===== src/hdl/dsvrft_pkg.sv =====
// shared types and constants for the delimiter-separated row tokenizer
`default_nettype none
package dsvrft_pkg;

  localparam logic [7:0] CH_QUOTE    = 8'h22;
  localparam logic [7:0] CH_LF       = 8'h0A;
  localparam logic [7:0] CH_CR       = 8'h0D;
  localparam logic [7:0] DELIM_RESET = 8'd44;

  localparam int unsigned MAX_TOKENS = 3;

  typedef enum logic [1:0] {
    KIND_CHAR      = 2'd0,
    KIND_FIELD_END = 2'd1,
    KIND_ROW_END   = 2'd2
  } token_kind_t;

endpackage
`default_nettype wire


===== src/hdl/dsv_row_field_tokenizer_core.sv =====
// top level of the delimiter-separated row tokenizer
`default_nettype none
// Takes one source byte per word on the s_ side (s_tlast marks the last byte of a
// source and flushes the open row) and sends field characters, field ends and row
// ends on the m_ side, m_tlast marking the final word caused by one byte. A byte
// sits in an input register, is decoded combinationally into a group of zero to
// three words, and the group is sent from a result register one word per cycle
// while m_tready is high. Bytes causing zero or one word then go through at one
// byte per cycle; a byte causing more words holds the result register until its
// last word is taken, so the output port sets the rate. The user must write the
// delimiter (cfg_ port, reset ',') only while idle; the block does not enforce it.
module dsv_row_field_tokenizer_core (
  input  wire logic       clk,
  input  wire logic       rst,
  input  wire logic       cfg_valid,
  output logic            cfg_ready,
  input  wire logic [7:0] cfg_data,   // delimiter_char
  input  wire logic       s_tvalid,
  output logic            s_tready,
  input  wire logic [7:0] s_tdata,    // in_byte
  input  wire logic       s_tlast,    // end_of_source
  output logic            m_tvalid,
  input  wire logic       m_tready,
  output logic [7:0]      m_tdata,    // out_char
  output logic [1:0]      m_tuser,    // token_kind
  output logic            m_tlast     // last_of_run
);

  logic [7:0] delimiter_char;

  logic       in_valid;
  logic [7:0] in_byte;
  logic       in_eos;

  logic inside_quotes, quote_pending, skip_next_lf, field_has_chars, row_has_fields;
  logic inside_quotes_next, quote_pending_next, skip_next_lf_next;
  logic field_has_chars_next, row_has_fields_next;

  dsvrft_pkg::token_kind_t tok_kind_next [dsvrft_pkg::MAX_TOKENS];
  logic [7:0]              tok_char_next [dsvrft_pkg::MAX_TOKENS];
  logic [1:0]              tok_cnt_next;

  logic                    grp_valid;
  dsvrft_pkg::token_kind_t grp_kind [dsvrft_pkg::MAX_TOKENS];
  logic [7:0]              grp_char [dsvrft_pkg::MAX_TOKENS];
  logic [1:0]              grp_cnt;
  logic [1:0]              pos;

  logic grp_last;
  logic grp_load;
  logic used;
  logic row_any;

  assign cfg_ready = 1'b1;

  always_ff @(posedge clk) begin
    if (rst) begin
      delimiter_char <= dsvrft_pkg::DELIM_RESET;
    end else if (cfg_valid && cfg_ready) begin
      delimiter_char <= cfg_data;
    end
  end

  // input register
  assign grp_last = (pos == grp_cnt - 2'd1);
  assign grp_load = in_valid && (!grp_valid || (grp_last && m_tready));
  assign s_tready = !in_valid || grp_load;

  always_ff @(posedge clk) begin
    if (rst) begin
      in_valid <= 1'b0;
    end else if (s_tready) begin
      in_valid <= s_tvalid;
    end
  end

  always_ff @(posedge clk) begin
    if (s_tready && s_tvalid) begin
      in_byte <= s_tdata;
      in_eos  <= s_tlast;
    end
  end

  // decode one byte into up to three words
  always_comb begin
    inside_quotes_next   = inside_quotes;
    quote_pending_next   = quote_pending;
    skip_next_lf_next    = 1'b0;
    field_has_chars_next = field_has_chars;
    row_has_fields_next  = row_has_fields;
    tok_cnt_next         = 2'd0;
    used                 = 1'b0;
    row_any              = 1'b0;
    for (int i = 0; i < dsvrft_pkg::MAX_TOKENS; i++) begin
      tok_kind_next[i] = dsvrft_pkg::KIND_CHAR;
      tok_char_next[i] = 8'd0;
    end

    if (skip_next_lf && in_byte == dsvrft_pkg::CH_LF) begin
      used = 1'b1;
    end

    if (!used && quote_pending) begin
      quote_pending_next = 1'b0;
      if (in_byte == dsvrft_pkg::CH_QUOTE) begin
        tok_kind_next[tok_cnt_next] = dsvrft_pkg::KIND_CHAR;
        tok_char_next[tok_cnt_next] = dsvrft_pkg::CH_QUOTE;
        tok_cnt_next                = tok_cnt_next + 2'd1;
        field_has_chars_next        = 1'b1;
        used                        = 1'b1;
      end else begin
        inside_quotes_next = !inside_quotes_next;
      end
    end

    if (!used) begin
      priority if (in_byte == dsvrft_pkg::CH_QUOTE) begin
        if (in_eos) begin
          inside_quotes_next = !inside_quotes_next;
        end else begin
          quote_pending_next = 1'b1;
        end
      end else if (in_byte == dsvrft_pkg::CH_LF || in_byte == dsvrft_pkg::CH_CR) begin
        if (!in_eos) begin
          if (inside_quotes_next) begin
            tok_kind_next[tok_cnt_next] = dsvrft_pkg::KIND_CHAR;
            tok_char_next[tok_cnt_next] = in_byte;
            tok_cnt_next                = tok_cnt_next + 2'd1;
            field_has_chars_next        = 1'b1;
          end else begin
            row_any = row_has_fields_next || field_has_chars_next;
            if (field_has_chars_next) begin
              tok_kind_next[tok_cnt_next] = dsvrft_pkg::KIND_FIELD_END;
              tok_cnt_next                = tok_cnt_next + 2'd1;
            end
            if (row_any) begin
              tok_kind_next[tok_cnt_next] = dsvrft_pkg::KIND_ROW_END;
              tok_cnt_next                = tok_cnt_next + 2'd1;
            end
            field_has_chars_next = 1'b0;
            row_has_fields_next  = 1'b0;
            inside_quotes_next   = 1'b0;
            skip_next_lf_next    = (in_byte == dsvrft_pkg::CH_CR);
          end
        end
      end else if (in_byte == delimiter_char && !inside_quotes_next) begin
        tok_kind_next[tok_cnt_next] = dsvrft_pkg::KIND_FIELD_END;
        tok_cnt_next                = tok_cnt_next + 2'd1;
        row_has_fields_next         = 1'b1;
        field_has_chars_next        = 1'b0;
      end else begin
        tok_kind_next[tok_cnt_next] = dsvrft_pkg::KIND_CHAR;
        tok_char_next[tok_cnt_next] = in_byte;
        tok_cnt_next                = tok_cnt_next + 2'd1;
        field_has_chars_next        = 1'b1;
      end
    end

    // flush at end of source
    if (in_eos) begin
      row_any = row_has_fields_next || field_has_chars_next;
      if (field_has_chars_next) begin
        tok_kind_next[tok_cnt_next] = dsvrft_pkg::KIND_FIELD_END;
        tok_cnt_next                = tok_cnt_next + 2'd1;
      end
      if (row_any) begin
        tok_kind_next[tok_cnt_next] = dsvrft_pkg::KIND_ROW_END;
        tok_cnt_next                = tok_cnt_next + 2'd1;
      end
      inside_quotes_next   = 1'b0;
      quote_pending_next   = 1'b0;
      skip_next_lf_next    = 1'b0;
      field_has_chars_next = 1'b0;
      row_has_fields_next  = 1'b0;
    end
  end

  always_ff @(posedge clk) begin
    if (rst) begin
      inside_quotes   <= 1'b0;
      quote_pending   <= 1'b0;
      skip_next_lf    <= 1'b0;
      field_has_chars <= 1'b0;
      row_has_fields  <= 1'b0;
    end else if (grp_load) begin
      inside_quotes   <= inside_quotes_next;
      quote_pending   <= quote_pending_next;
      skip_next_lf    <= skip_next_lf_next;
      field_has_chars <= field_has_chars_next;
      row_has_fields  <= row_has_fields_next;
    end
  end

  // result register, one word per cycle while m_tready is high
  always_ff @(posedge clk) begin
    if (rst) begin
      grp_valid <= 1'b0;
      pos       <= 2'd0;
    end else if (grp_load) begin
      grp_valid <= (tok_cnt_next != 2'd0);
      pos       <= 2'd0;
    end else if (grp_valid && m_tready) begin
      if (grp_last) begin
        grp_valid <= 1'b0;
        pos       <= 2'd0;
      end else begin
        pos <= pos + 2'd1;
      end
    end
  end

  always_ff @(posedge clk) begin
    if (grp_load) begin
      grp_kind <= tok_kind_next;
      grp_char <= tok_char_next;
      grp_cnt  <= tok_cnt_next;
    end
  end

  assign m_tvalid = grp_valid;
  assign m_tuser  = grp_kind[pos];
  assign m_tdata  = grp_char[pos];
  assign m_tlast  = grp_last;

endmodule
`default_nettype wire


===== config.mk =====
export PLATFORM = sky130hd
export DESIGN_NAME = dsv_row_field_tokenizer_core
export DESIGN_NICKNAME = d
export VERILOG_FILES = /design/src/hdl/dsvrft_pkg.sv /design/src/hdl/dsv_row_field_tokenizer_core.sv
export SDC_FILE = /design/constraint.sdc
export NUM_CORES = 1
export LEC_CHECK = 0
export BUFFER_PORTS_ARGS = -buffer_cell sky130_fd_sc_hd__buf_4
export CORE_ASPECT_RATIO = 0.8
export CORE_UTILIZATION = 35
export CTS_CLUSTER_DIAMETER = 60
export CTS_CLUSTER_SIZE = 40
export DETAILED_ROUTE_END_ITERATION = 10
export GPL_TIMING_DRIVEN = 0
export HOLD_SLACK_MARGIN = 0.03
export SLEW_MARGIN = 25
export SYNTH_ARGS = -nofsm -noshare
export SYNTH_HDL_FRONTEND = slang
export SYNTH_SLANG_ARGS = --single-unit

===== constraint.sdc =====
create_clock -name clk -period 3.6 [get_ports clk]
set_input_delay 0.54 -clock clk [delete_from_list [all_inputs] [get_ports clk]]
set_output_delay 0.54 -clock clk [all_outputs]
set_load 0.02 [all_outputs]

==> metrics.md, run 1 <==
| Metric | Value |
|---|---|
| Routed wire per std cell | 14.0 microns |
| R2R Path Start | in_byte[5] |
| Post-DRT Antenna Nets | 0 |
| Number of buffers created by CTS | 5 |
| Final worst-path cycle share | 0.981 |
| Vias | 2,038 |
| First-pass GRT wire length | 9590 microns |
| Crit Reg-Reg Endpoint | grp_cnt[1] |
| WP buf/inv | 4 |
| Number of global-route vias before repair | 1,933 |
| DIE AREA | 0.00824 sq mm |
| Critical path's largest stage delay | 530 ps |
| Htree depth | 2 |
| Worst vdd ir | 0.155 mV |
| Final instance area | 0.00338 sq mm |
| Synthesis Warnings | 0 |
| Post-synth EDFFs | 33 |
| Crit start category | register |
| CP max-delay cell | edfxtp_1 |
| Core area | 0.00750 sq mm |
| 1st-pass router iterations | 4 |
| Number of fill cells in the layout | 724 |
| P per Cell Area | 337 mW/mm^2 |
| Cells after Synth | 253 |
| Max-slew violations | 0 |
| Seq/Total Area, Yosys | 0.483 |
| Number of remaining DRC errors | 0 |
| # IOs | 36 |
| Multi-input gate area | 0.00137 sq mm |
| Kind of critical path | register to register |
| Crit path time final | 3530 ps |
| Fmax | 283 MHz |
| Largest net degree at the start of global routing | 30 |
| Worst Tran Pin Value | 691 ps |
| Worst Hold Class | input port to register |
| CTS tree | built |
| Worst Hold Depth | 1 |
| Final hold violations | 0 |
| Top Family by Delay on Critical Path | adder cells |
| Synth top area cells | edfxtp_1 (36%), dfxtp_1 (12%), mux2i_1 (5.4%) |
| Initial core utilization | 0.368 |
| Clk slew on worst S/H paths | 100 ps |
| CTS root buffer | clkbuf_8 |
| IO buf count | 33 |
| Worst relative slew slack | 0.539 |
| Register area | 0.00133 sq mm |
| Initial DRC count | 195 |
| Global-route total usage across every layer | 0.154 |
| Hold path startpoint | s_tdata[7] |
| # hold bufs at CTS | 0 |
| Hold Crit Endpoint | in_byte[7] |
| Routed WL | 5870 microns |
| Commonest cells post-synth | edfxtp_1 (33), nor2_1 (21), nand2_1 (19), dfxtp_1 (17), mux2i_1 (15) |
| Max Cap Violations | 0 |
| Critical Path End Type | register |
| Worst Path Arrival | 3600 ps |
| R2R cell count | 15 |
| Nets | 346 |
| Reg-to-reg slack, setup | 70 ps |
| Skew-Pair Late Insertion Delay | 300 ps |
| Worst Skew | 7.33 ps |
| Yosys top cell by area | edfxtp_1 |
| Pleak | 1.31 nW |
| Longest Clk Path Bufs | 2 |
| Row cnt | 28 |
| Syn_area_per_cell | 10.9 sq um |
| Clk sinks | 50 |
| Post-synthesis register bit count | 50 |
| ANT cells | 0 |
| Layout cells sized above 1 | 0.244 |
| Finish-stage setup viols | 0 |
| Antenna violations before repair | 0 |
| Via-to-Cell Ratio | 4.85 |
| Post-synth top area share | 0.359 |
| Outcome | finished clean |
| Gp weighted congestion | 0.858 |
| Crit path from | in_byte[5] |
| Die Ht | 81.4 microns |
| Sum of net half-perimeters after detailed placement | 4250 microns |
| Critical path peak fanout | 7 |
| Placed Area | 0.00316 sq mm |
| Synth Cell Area | 0.00276 sq mm |
| Netlist cell types | 67 |
| Critical Path RT | 3670 ps |
| Die extent in x | 101 microns |
| Grt ovf | 0 |
| Synthesis-to-layout area growth | 22.4% |
| Primary FF master, synth | edfxtp_1 |
| Top-count cell post-synth | edfxtp_1 |
| Tot Pwr | 1.14 mW |
| Utilization after layout | 0.451 |
| Fraction of registers with async set/reset | 0 |
| Cell Chain, Critical Path | inv_1 > nor2_1 > nand3_4 > inv_4 > nor2_1 > inv_1 > ha_1 > xor2_1 > and2_4 > o311ai_4 > ha_1 > o21a_1 > ha_1 > inv_1 > a21o_1 |
[logic make-up (layout without fill, tap and decap cells)]
group                      count (synthesis)  in the layout  synth area share
and+or+nand+nor                           85             85             0.171
other                                      2              9           0.00272
DFF                                       50             50             0.483
muxes                                     16             16            0.0594
buffers and inverters                     24             79            0.0358
xor gates and xnor gates                  13             13            0.0413
adders and majority gates                 10             10            0.0454
AOI/OAI and AO/OA                         53             53             0.162
[worst max path at each step]
stage                       to  cells past startpoint  slack [ps]
global route        grp_cnt[1]                     15         -40
floorplan           grp_cnt[1]                     15          90
detailed placement  grp_cnt[1]                     15        -300
global placement    grp_cnt[1]                     15        -280
finish              grp_cnt[1]                     15          70
CTS                 grp_cnt[1]                     15          50
[report_power, final]
part | switching [mW] | internal (mW)
logic | 0.0865 | 0.0691
clock network | 0.189 | 0.139
registers | 0.0136 | 0.641
[placed cells by master, fill, tap and decap left out, types with 2 or more instances in the layout]
cell type / instances
a211o_1: 3
a211oi_1: 2
a21boi_0: 3
a21oi_1: 9
a22o_1: 2
a31o_1: 2
and2_1: 3
and3_1: 5
buf_4: 48
clkbuf_1: 9
clkbuf_8: 5
conb_1: 9
dfxtp_1: 17
edfxtp_1: 33
ha_1: 10
inv_1: 11
mux2i_1: 15
nand2_1: 19
nand2b_1: 3
nand3_1: 2
nand3b_1: 2
nand4_1: 3
nor2_1: 21
nor2b_1: 4
nor3_1: 4
o21ai_0: 7
o22a_1: 2
o32ai_1: 2
or3_1: 3
or4_1: 2
xnor2_1: 2
xor2_1: 11
[layout make-up]
type	instances	share of cell area
plain buffers	11	0.0148
repair buffers	47	0.106
flip-flops and latches	50	0.394
multi-input cells	186	0.406
clock inverters	2	0.00407
clock buffers	6	0.0215
inverters	13	0.0152
well taps	105	0.0389
[flip-flops by register name (all words and copies together), names as in the netlist, 2 cells and up]
register / cells
in_byte: 8
grp_cnt: 2
grp_kind: 6
grp_char: 16
pos: 2
delimiter_char: 8
[worst reg2reg max path, cell delays in order, from the launching register on]
cell and delay, ps:
edfxtp_1 530, inv_1 160, nor2_1 100, nand3_4 110, inv_4 40, nor2_1 240
inv_1 110, ha_1 330, xor2_1 190, and2_4 180, o311ai_4 300, ha_1 290
o21a_1 210, ha_1 290, inv_1 60, a21o_1 150
[stage by stage]
step | cells | hold WS (ps) | setup slack, ps | TNS, ps
after floorplan | 260 | 441 | 89.8 | 0
after global placement | 398 | 455 | -278 | -1130
after detailed placement | 398 | 458 | -298 | -1420
after CTS | 416 | 398 | 46.9 | 0
after global routing | 420 | 389 | -42.1 | -61.8
final | 420 | 408 | 66.9 | 0
[metal layers]
layer	vias up	part of all wire	GRT usage
li1	1029	-	-
met1	940	0.51	0.218
met2	64	0.43	0.238
met3	5	0.052	0.0281
met4	0	0.0094	0.0493
met5	-	0	0
[repair_timing]
item	in CTS	in global routing
buffers inserted	10	4
pin swaps	3	2
setup endpoints to repair	8	3
resized for setup	3	1
Power figures use the tool's default switching activity.
==> inputs of run 2 (changes only) <==
==> constraint.sdc (replaced) <==
create_clock -name clk -period 3.6 [get_ports clk]
set_input_delay 0.54 -clock clk [delete_from_list [all_inputs] [get_ports clk]]
set_output_delay 0.54 -clock clk [all_outputs]
set_load 0.1 [all_outputs]
==> metrics.md, run 2 (synthesized netlist as in run 1, its figures left out) <==
| Metric | Value |
|---|---|
| Outcome | finished clean (unchanged) |
| Clk pwr share | 0.281 (was 0.288) |
| Number of fill cells in the layout | 739 (was 724) |
| Largest net degree at the start of global routing | 30 (unchanged) |
| Global-route total usage across every layer | 0.154 (about the same) |
| Commonest non-fill, non-tap cell in the layout | buf_4 (unchanged) |
| Critical path's largest stage delay | 440 ps (was 530 ps) |
| Die Ht | 81.4 microns (unchanged) |
| Number of buffers created by CTS | 5 (unchanged) |
| Nets | 343 (was 346) |
| P per Cell Area | 356 mW/mm^2 (was 337 mW/mm^2) |
| Cell Chain, Critical Path | or3b_4 > nor2_4 > nand3_4 > inv_4 > nor2_2 > inv_2 > ha_4 > xor2_1 > and2_4 > o311ai_4 > ha_1 > o21a_1 > ha_1 > inv_1 > a21o_1 (was inv_1 > nor2_1 > nand3_4 > inv_4 > nor2_1 > inv_1 > ha_1 > xor2_1 > and2_4 > o311ai_4 > ha_1 > o21a_1 > ha_1 > inv_1 > a21o_1) |
| Critical path peak fanout | 5 (was 7) |
| Most frequent cells in the layout | buf_4 (46), edfxtp_1 (33), nor2_1 (20) (was buf_4 (48), edfxtp_1 (33), nor2_1 (21)) |
| Max-slew violations | 0 (unchanged) |
| Routed WL | 5820 microns (was 5870 microns) |
| Max Cap Violations | 0 (unchanged) |
| CTS tree | built (unchanged) |
| Finish-stage setup viols | 0 (unchanged) |
| # IOs | 36 (unchanged) |
| Number of global-route vias before repair | 1,907 (was 1,933) |
| Crit start category | register (unchanged) |
| Via-to-Cell Ratio | 4.93 (was 4.85) |
| Placed Area | 0.00316 sq mm (unchanged) |
| Final hold violations | 0 (unchanged) |
| Post-DRT Antenna Nets | 0 (unchanged) |
| Clk slew on worst S/H paths | 90 ps (was 100 ps) |
| ANT cells | 0 (unchanged) |
| Antenna violations before repair | 0 (unchanged) |
| Vias | 2,057 (was 2,038) |
| IO buf count | 33 (unchanged) |
| Initial DRC count | 133 (was 195) |
| Worst relative slew slack | 0.532 (was 0.539) |
| Core area | 0.00750 sq mm (unchanged) |
| Worst Path Arrival | 3530 ps (was 3600 ps) |
| Placed Cells | 398 (unchanged) |
| Critical Path End Type | register (unchanged) |
| Sum of net half-perimeters after detailed placement | 4210 microns (was 4250 microns) |
| Crit path time final | 3450 ps (was 3530 ps) |
| Top Family by Delay on Critical Path | simple AND/OR/NAND/NOR gates (was adder cells) |
| Combinational cell fraction of total power | 0.173 (was 0.137) |
| Grt ovf | 0 (unchanged) |
| WP buf/inv | 3 (was 4) |
| Row cnt | 28 (unchanged) |
| Kind of critical path | register to register (unchanged) |
| Final worst-path cycle share | 0.958 (was 0.981) |
| Largest Register | grp_char (unchanged) |
| DIE AREA | 0.00824 sq mm (unchanged) |
| Fmax | 290 MHz (was 283 MHz) |
| Worst Tran Pin Value | 702 ps (was 691 ps) |
| Gp weighted congestion | 0.849 (was 0.858) |
| Non-filler cells in the finished layout | 417 (was 420) |
| 1st-pass router iterations | 4 (unchanged) |
| Synthesis-to-layout area growth | 22.0% (was 22.4%) |
| Routed wire per std cell | 14.0 microns (about the same) |
| Die extent in x | 101 microns (unchanged) |
| Longest Clk Path Bufs | 2 (unchanged) |
| Register area | 0.00133 sq mm (unchanged) |
| Worst Hold Class | input port to register (unchanged) |
| Htree depth | 2 (unchanged) |
| Share of power burned in registers | 0.546 (was 0.575) |
| Sw frac | 0.292 (was 0.254) |
| Layout cells sized above 1 | 0.247 (was 0.244) |
| Skew-Pair Late Insertion Delay | 320 ps (was 300 ps) |
| Clk sinks | 50 (unchanged) |
| Multi-input gate area | 0.00139 sq mm (was 0.00137 sq mm) |
| RSZ-0062 raised after global routing | no |
| CTS root buffer | clkbuf_8 (unchanged) |
| Final instance area | 0.00337 sq mm (was 0.00338 sq mm) |
| Initial core utilization | 0.368 (unchanged) |
| CP max-delay cell | or3b_4 (was edfxtp_1) |
| Top flop regs | grp_char x16, delimiter_char x8, in_byte x8 (unchanged) |
| Sw power | 0.350 mW (was 0.289 mW) |
| Worst Skew | 9.68 ps (was 7.33 ps) |
| Number of flip-flops in the largest register | 16 (unchanged) |
| Number of remaining DRC errors | 0 (unchanged) |
| First-pass GRT wire length | 9520 microns (was 9590 microns) |
| Int Pwr | 0.849 mW (about the same) |
| Critical Path RT | 3680 ps (was 3670 ps) |
| Worst vdd ir | 0.165 mV (was 0.155 mV) |
| CP dominant cell by count | ha_1 |
| Pleak | 1.29 nW (was 1.31 nW) |
==> run 2: changes by cell type in the layout (fill, tap and decap cells not counted) <==
cell / previous run / this run
ha_1: 10 / 9
o21ai_0: 7 / 6
buf_4: 48 / 46
inv_2: 1 / 2
nor2_1: 21 / 20
buf_6: 1 / 0
nor2_2: 0 / 1
o21ai_1: 1 / 2
ha_4: 0 / 1
inv_1: 11 / 10
==> run 2: power by group through the flow <==
stage	registers [mW]	logic, mW	clock network [mW]
2_1_floorplan	0.671	0.140	0
3_3_place_gp	0.671	0.192	0
3_5_place_dp	0.672	0.194	0
4_1_cts	0.656	0.206	0.345
5_1_grt	0.658	0.223	0.369
6_report	0.655	0.207	0.337
==> run 2: path summary, 6_finish.rpt <==
kind | from | end | slack (ps) | cells after the start
worst min-delay path | s_tdata[4] | in_byte[4] | 400 | 1
worst max-delay path | in_byte[0] | grp_cnt[1] | 150 | 15
worst max register to register | in_byte[0] | grp_cnt[1] | 150 | 15
worst min register to register | skip_next_lf | skip_next_lf | 470 | 2
==> run 2: cell type report <==
type	count	area share
clock inverter	2	0.00409
sequential	50	0.395
timing repair buffer	44	0.0981
clock buffer	6	0.0216
tap	105	0.0390
buffer	11	0.0149
multi-input combinational	186	0.412
inverter	13	0.0152
==> run 2: through the flow <==
step | utilization | setup WS (ps) | hold WS [ps] | TNS (ps) | total power [mW]
global placement | 0.422 | -274 | 455 | -1080 | 0.864
CTS | 0.446 | 65.5 | 388 | 0 | 1.21
global route | 0.449 | 23.1 | 376 | 0 | 1.25
finish | 0.449 | 151 | 395 | 0 | 1.20
floorplan | - | 89.8 | 441 | 0 | 0.811
detailed placement | 0.422 | -275 | 458 | -1230 | 0.866
==> run 2: timing repair <==
action	4_1_cts	5_1_grt
gates resized for setup	3	3
cloned	0	0
hold buffers	0	0
hold endpoints to repair	0	0
buffers inserted	10	1
setup endpoints to repair	8	4
pin swaps	3	3
==> run 2: metal layers <==
layer  GRT usage  routed length (microns)  up-vias
li1            -                        -     1027
met1       0.222                     2950      956
met2       0.227                     2500       70
met3      0.0391                      350        4
met4      0.0420                       25        0
met5           0                        0        -
==> inputs of run 3 (changes only) <==
--- a/config.mk
+++ b/config.mk
@@ -5,6 +5,7 @@
 export SDC_FILE = /design/constraint.sdc
 export NUM_CORES = 1
 export LEC_CHECK = 0
+export ABC_AREA = 1
 export BUFFER_PORTS_ARGS = -buffer_cell sky130_fd_sc_hd__buf_4
 export CORE_ASPECT_RATIO = 0.8
 export CORE_UTILIZATION = 35
==> metrics.md, run 3 <==
| Metric | Value |
|---|---|
| Number of remaining DRC errors | 0 (unchanged) |
| CP dominant cell by count | inv_1 (was ha_1) |
| # IOs | 36 (unchanged) |
| Die Ht | 79.9 microns (was 81.4 microns) |
| Commonest non-fill, non-tap cell in the layout | nand2_1 (was buf_4) |
| Outcome | finished clean (unchanged) |
| Routed WL | 5080 microns (was 5820 microns) |
| Die extent in x | 99.4 microns (was 101 microns) |
| Yosys top cell by area | edfxtp_1 (unchanged) |
| Synthesis Warnings | 0 (unchanged) |
| Synth Area in Simple Gates | 0.261 (was 0.171) |
| Largest net degree at the start of global routing | 28 (was 30) |
| Post-synth EDFFs | 33 (unchanged) |
| Mux cell area share after synthesis | 0 (was 0.0594) |
| Worst Path Arrival | 3440 ps (was 3530 ps) |
| Fraction of registers with async set/reset | 0 (unchanged) |
| IO buf count | 33 (unchanged) |
| Pleak | 1.41 nW (was 1.29 nW) |
| Worst relative slew slack | 0.384 (was 0.532) |
| Crit path time final | 3240 ps (was 3450 ps) |
| Fmax | 309 MHz (was 290 MHz) |
| Non-filler cells in the finished layout | 437 (was 417) |
| Initial core utilization | 0.361 (was 0.368) |
| Grt ovf | 0 (unchanged) |
| First-pass GRT wire length | 8700 microns (was 9520 microns) |
| Cell Chain, Critical Path | inv_2 > nand2_2 > nor2_4 > nand3_4 > nand2_2 > ha_1 > inv_1 > nand2_1 > nand4_1 > nand2_2 > nand2_4 > inv_1 > ha_1 > o21ai_0 > inv_1 > ha_1 > inv_1 > a21oi_2 > nand2_1 > nand2_1 > a21oi_2 (was or3b_4 > nor2_4 > nand3_4 > inv_4 > nor2_2 > inv_2 > ha_4 > xor2_1 > and2_4 > o311ai_4 > ha_1 > o21a_1 > ha_1 > inv_1 > a21o_1) |
| Critical Path End Type | register (unchanged) |
| Max Cap Violations | 0 (unchanged) |
| Post-synth top area share | 0.373 (was 0.359) |
| Number of flip-flops in the largest register | 16 (unchanged) |
| DIE AREA | 0.00795 sq mm (was 0.00824 sq mm) |
| Final worst-path cycle share | 0.900 (was 0.958) |
| Top flop regs | grp_char x16, delimiter_char x8, in_byte x8 (unchanged) |
| Xor/xnor cell area share of the yosys netlist | 0.0363 (was 0.0413) |
| Synthesized-area fraction occupied by adder cells | 0.0471 (was 0.0454) |
| Critical path's largest stage delay | 460 ps (was 440 ps) |
| Post-synthesis register bit count | 50 (unchanged) |
| Routed wire per std cell | 11.6 microns (was 14.0 microns) |
| Primary FF master, synth | edfxtp_1 (unchanged) |
| Longest Clk Path Bufs | 2 (unchanged) |
| Placed Cells | 429 (was 398) |
| Critical path peak fanout | 9 (was 5) |
| Post-CTS resize count | 0 (was 3) |
| Setup TNS | 0 ps (unchanged) |
| Netlist cell types | 33 (was 67) |
| Htree depth | 2 (unchanged) |
| Utilization after layout | 0.432 (was 0.449) |
| Post-CTS Setup Bufs | 0 (was 10) |
| Top Family by Delay on Critical Path | simple AND/OR/NAND/NOR gates (unchanged) |
| Largest Register | grp_char (unchanged) |
| Row cnt | 28 (unchanged) |
| Worst vdd ir | 0.156 mV (was 0.165 mV) |
| Cells after Synth | 299 (was 253) |
| Clk sinks | 50 (unchanged) |
| # hold bufs at CTS | 0 (unchanged) |
| Nets | 378 (was 343) |
| Worst Tran Pin Value | 918 ps (was 702 ps) |
| Sum of net half-perimeters after detailed placement | 3930 microns (was 4210 microns) |
| Synth Cell Area | 0.00266 sq mm (was 0.00276 sq mm) |
| Global-route total usage across every layer | 0.140 (was 0.154) |
| P per Cell Area | 405 mW/mm^2 (was 356 mW/mm^2) |
| Number of buffers created by CTS | 5 (unchanged) |
| Initial DRC count | 75 (was 133) |
| Seq/Total Area, Yosys | 0.501 (was 0.483) |
| Syn_area_per_cell | 8.89 sq um (was 10.9 sq um) |
| Post-DRT Antenna Nets | 0 (unchanged) |
| Most frequent cells in the layout | nand2_1 (49), nor2_1 (40), inv_1 (36) (was buf_4 (46), edfxtp_1 (33), nor2_1 (20)) |
| Crit start category | register (unchanged) |
| Hold_ws | 408 ps (was 395 ps) |
| CTS tree | built (unchanged) |
| RSZ-0062 raised after global routing | no (unchanged) |
| Critical Path RT | 3800 ps (was 3680 ps) |
| Antenna violations before repair | 0 (unchanged) |
| Top-count cell post-synth | nand2_1 (was edfxtp_1) |
| Worst Skew | 4.46 ps (was 9.68 ps) |
| Layout cells sized above 1 | 0.228 (was 0.247) |
| Max-slew violations | 0 (unchanged) |
| Synth top area cells | edfxtp_1 (37%), dfxtp_1 (13%), nand2_1 (7.1%) (was edfxtp_1 (36%), dfxtp_1 (12%), mux2i_1 (5.4%)) |
| Kind of critical path | register to register (unchanged) |
| Core area | 0.00736 sq mm (was 0.00750 sq mm) |
| Vias | 1,981 (was 2,057) |
| Compound-Gate Fraction of Synth Area | 0.0796 (was 0.162) |
| Via-to-Cell Ratio | 4.53 (was 4.93) |
| WP buf/inv | 5 (was 3) |
| Worst Hold Class | input port to register (unchanged) |
| ANT cells | 0 (unchanged) |
| CTS root buffer | clkbuf_8 (unchanged) |
| Skew-Pair Late Insertion Delay | 300 ps (was 320 ps) |
| CP max-delay cell | edfxtp_1 (was or3b_4) |
| 1st-pass router iterations | 4 (unchanged) |
| Commonest cells post-synth | nand2_1 (50), nor2_1 (40), inv_1 (37), edfxtp_1 (33), o21ai_0 (25) (was edfxtp_1 (33), nor2_1 (21), nand2_1 (19), dfxtp_1 (17), mux2i_1 (15)) |
| Gp weighted congestion | 0.827 (was 0.849) |
| Final hold violations | 0 (unchanged) |
| Synthesis-to-layout area growth | 19.5% (was 22.0%) |
| Clk slew on worst S/H paths | 90 ps (about the same) |
| Finish-stage setup viols | 0 (unchanged) |
| Number of global-route vias before repair | 1,898 (was 1,907) |
| Largest family of logic cells by synthesized area | simple AND/OR/NAND/NOR gates (unchanged) |
[run 3: area by class of cell]
class / instances / area (sq um)
tap: 90 / 113
fill: 751 / 4180
clock inverter: 2 / 38.8
buffer: 5 / 22.5
sequential: 50 / 1330
inverter: 45 / 169
multi-input combinational: 206 / 1170
clock buffer: 6 / 82.6
timing repair buffer: 33 / 248
[run 3: stage by stage]
stage	worst slack, ps	area [sq um]	total power [mW]
final	361	3180	1.29
after global routing	27.7	3180	1.34
after CTS	199	3170	1.30
after detailed placement	218	3040	0.883
after global placement	269	3040	0.880
after floorplan	299	2680	0.826
[run 3: power breakdown]
part	internal [mW]	switching [mW]	total, mW
Combinational	0.0587	0.148	0.207
Clock	0.229	0.187	0.416
Sequential	0.645	0.0170	0.662
[run 3: cell families after synthesis]
kind of cell / Yosys count
other: 2
buffers and inverters: 50
DFF: 50
AOI/OAI and AO/OA: 38
xor gates and xnor gates: 11
adders and majority gates: 10
and+or+nand+nor: 138
[run 3: worst paths after layout]
path	start	to	slack [ps]	depth (start not counted)
setup / recovery	in_byte[0]	m_tvalid	360	21
hold / removal	s_tdata[6]	in_byte[6]	410	1
setup reg to reg	in_byte[0]	m_tvalid	360	21
hold reg to reg	delimiter_char[2]	delimiter_char[2]	490	2
[run 3: layer usage]
| layer | vias to the layer above | track usage | wire length (microns) |
|---|---|---|---|
| met3 | 4 | 0.0315 | 178 |
| li1 | 1057 | - | - |
| met2 | 35 | 0.222 | 2190 |
| met1 | 885 | 0.191 | 2670 |
| met4 | 0 | 0.0426 | 48 |
| met5 | - | 0 | 0 |
[run 3: worst reg2reg max path: cells and delay by family (launching register included)]
family / cells / cell delay [ps]
fa+ha+maj: 3 / 790
buf+inv: 5 / 370
compound gates: 3 / 470
flops: 1 / 460
simple gates: 10 / 1050
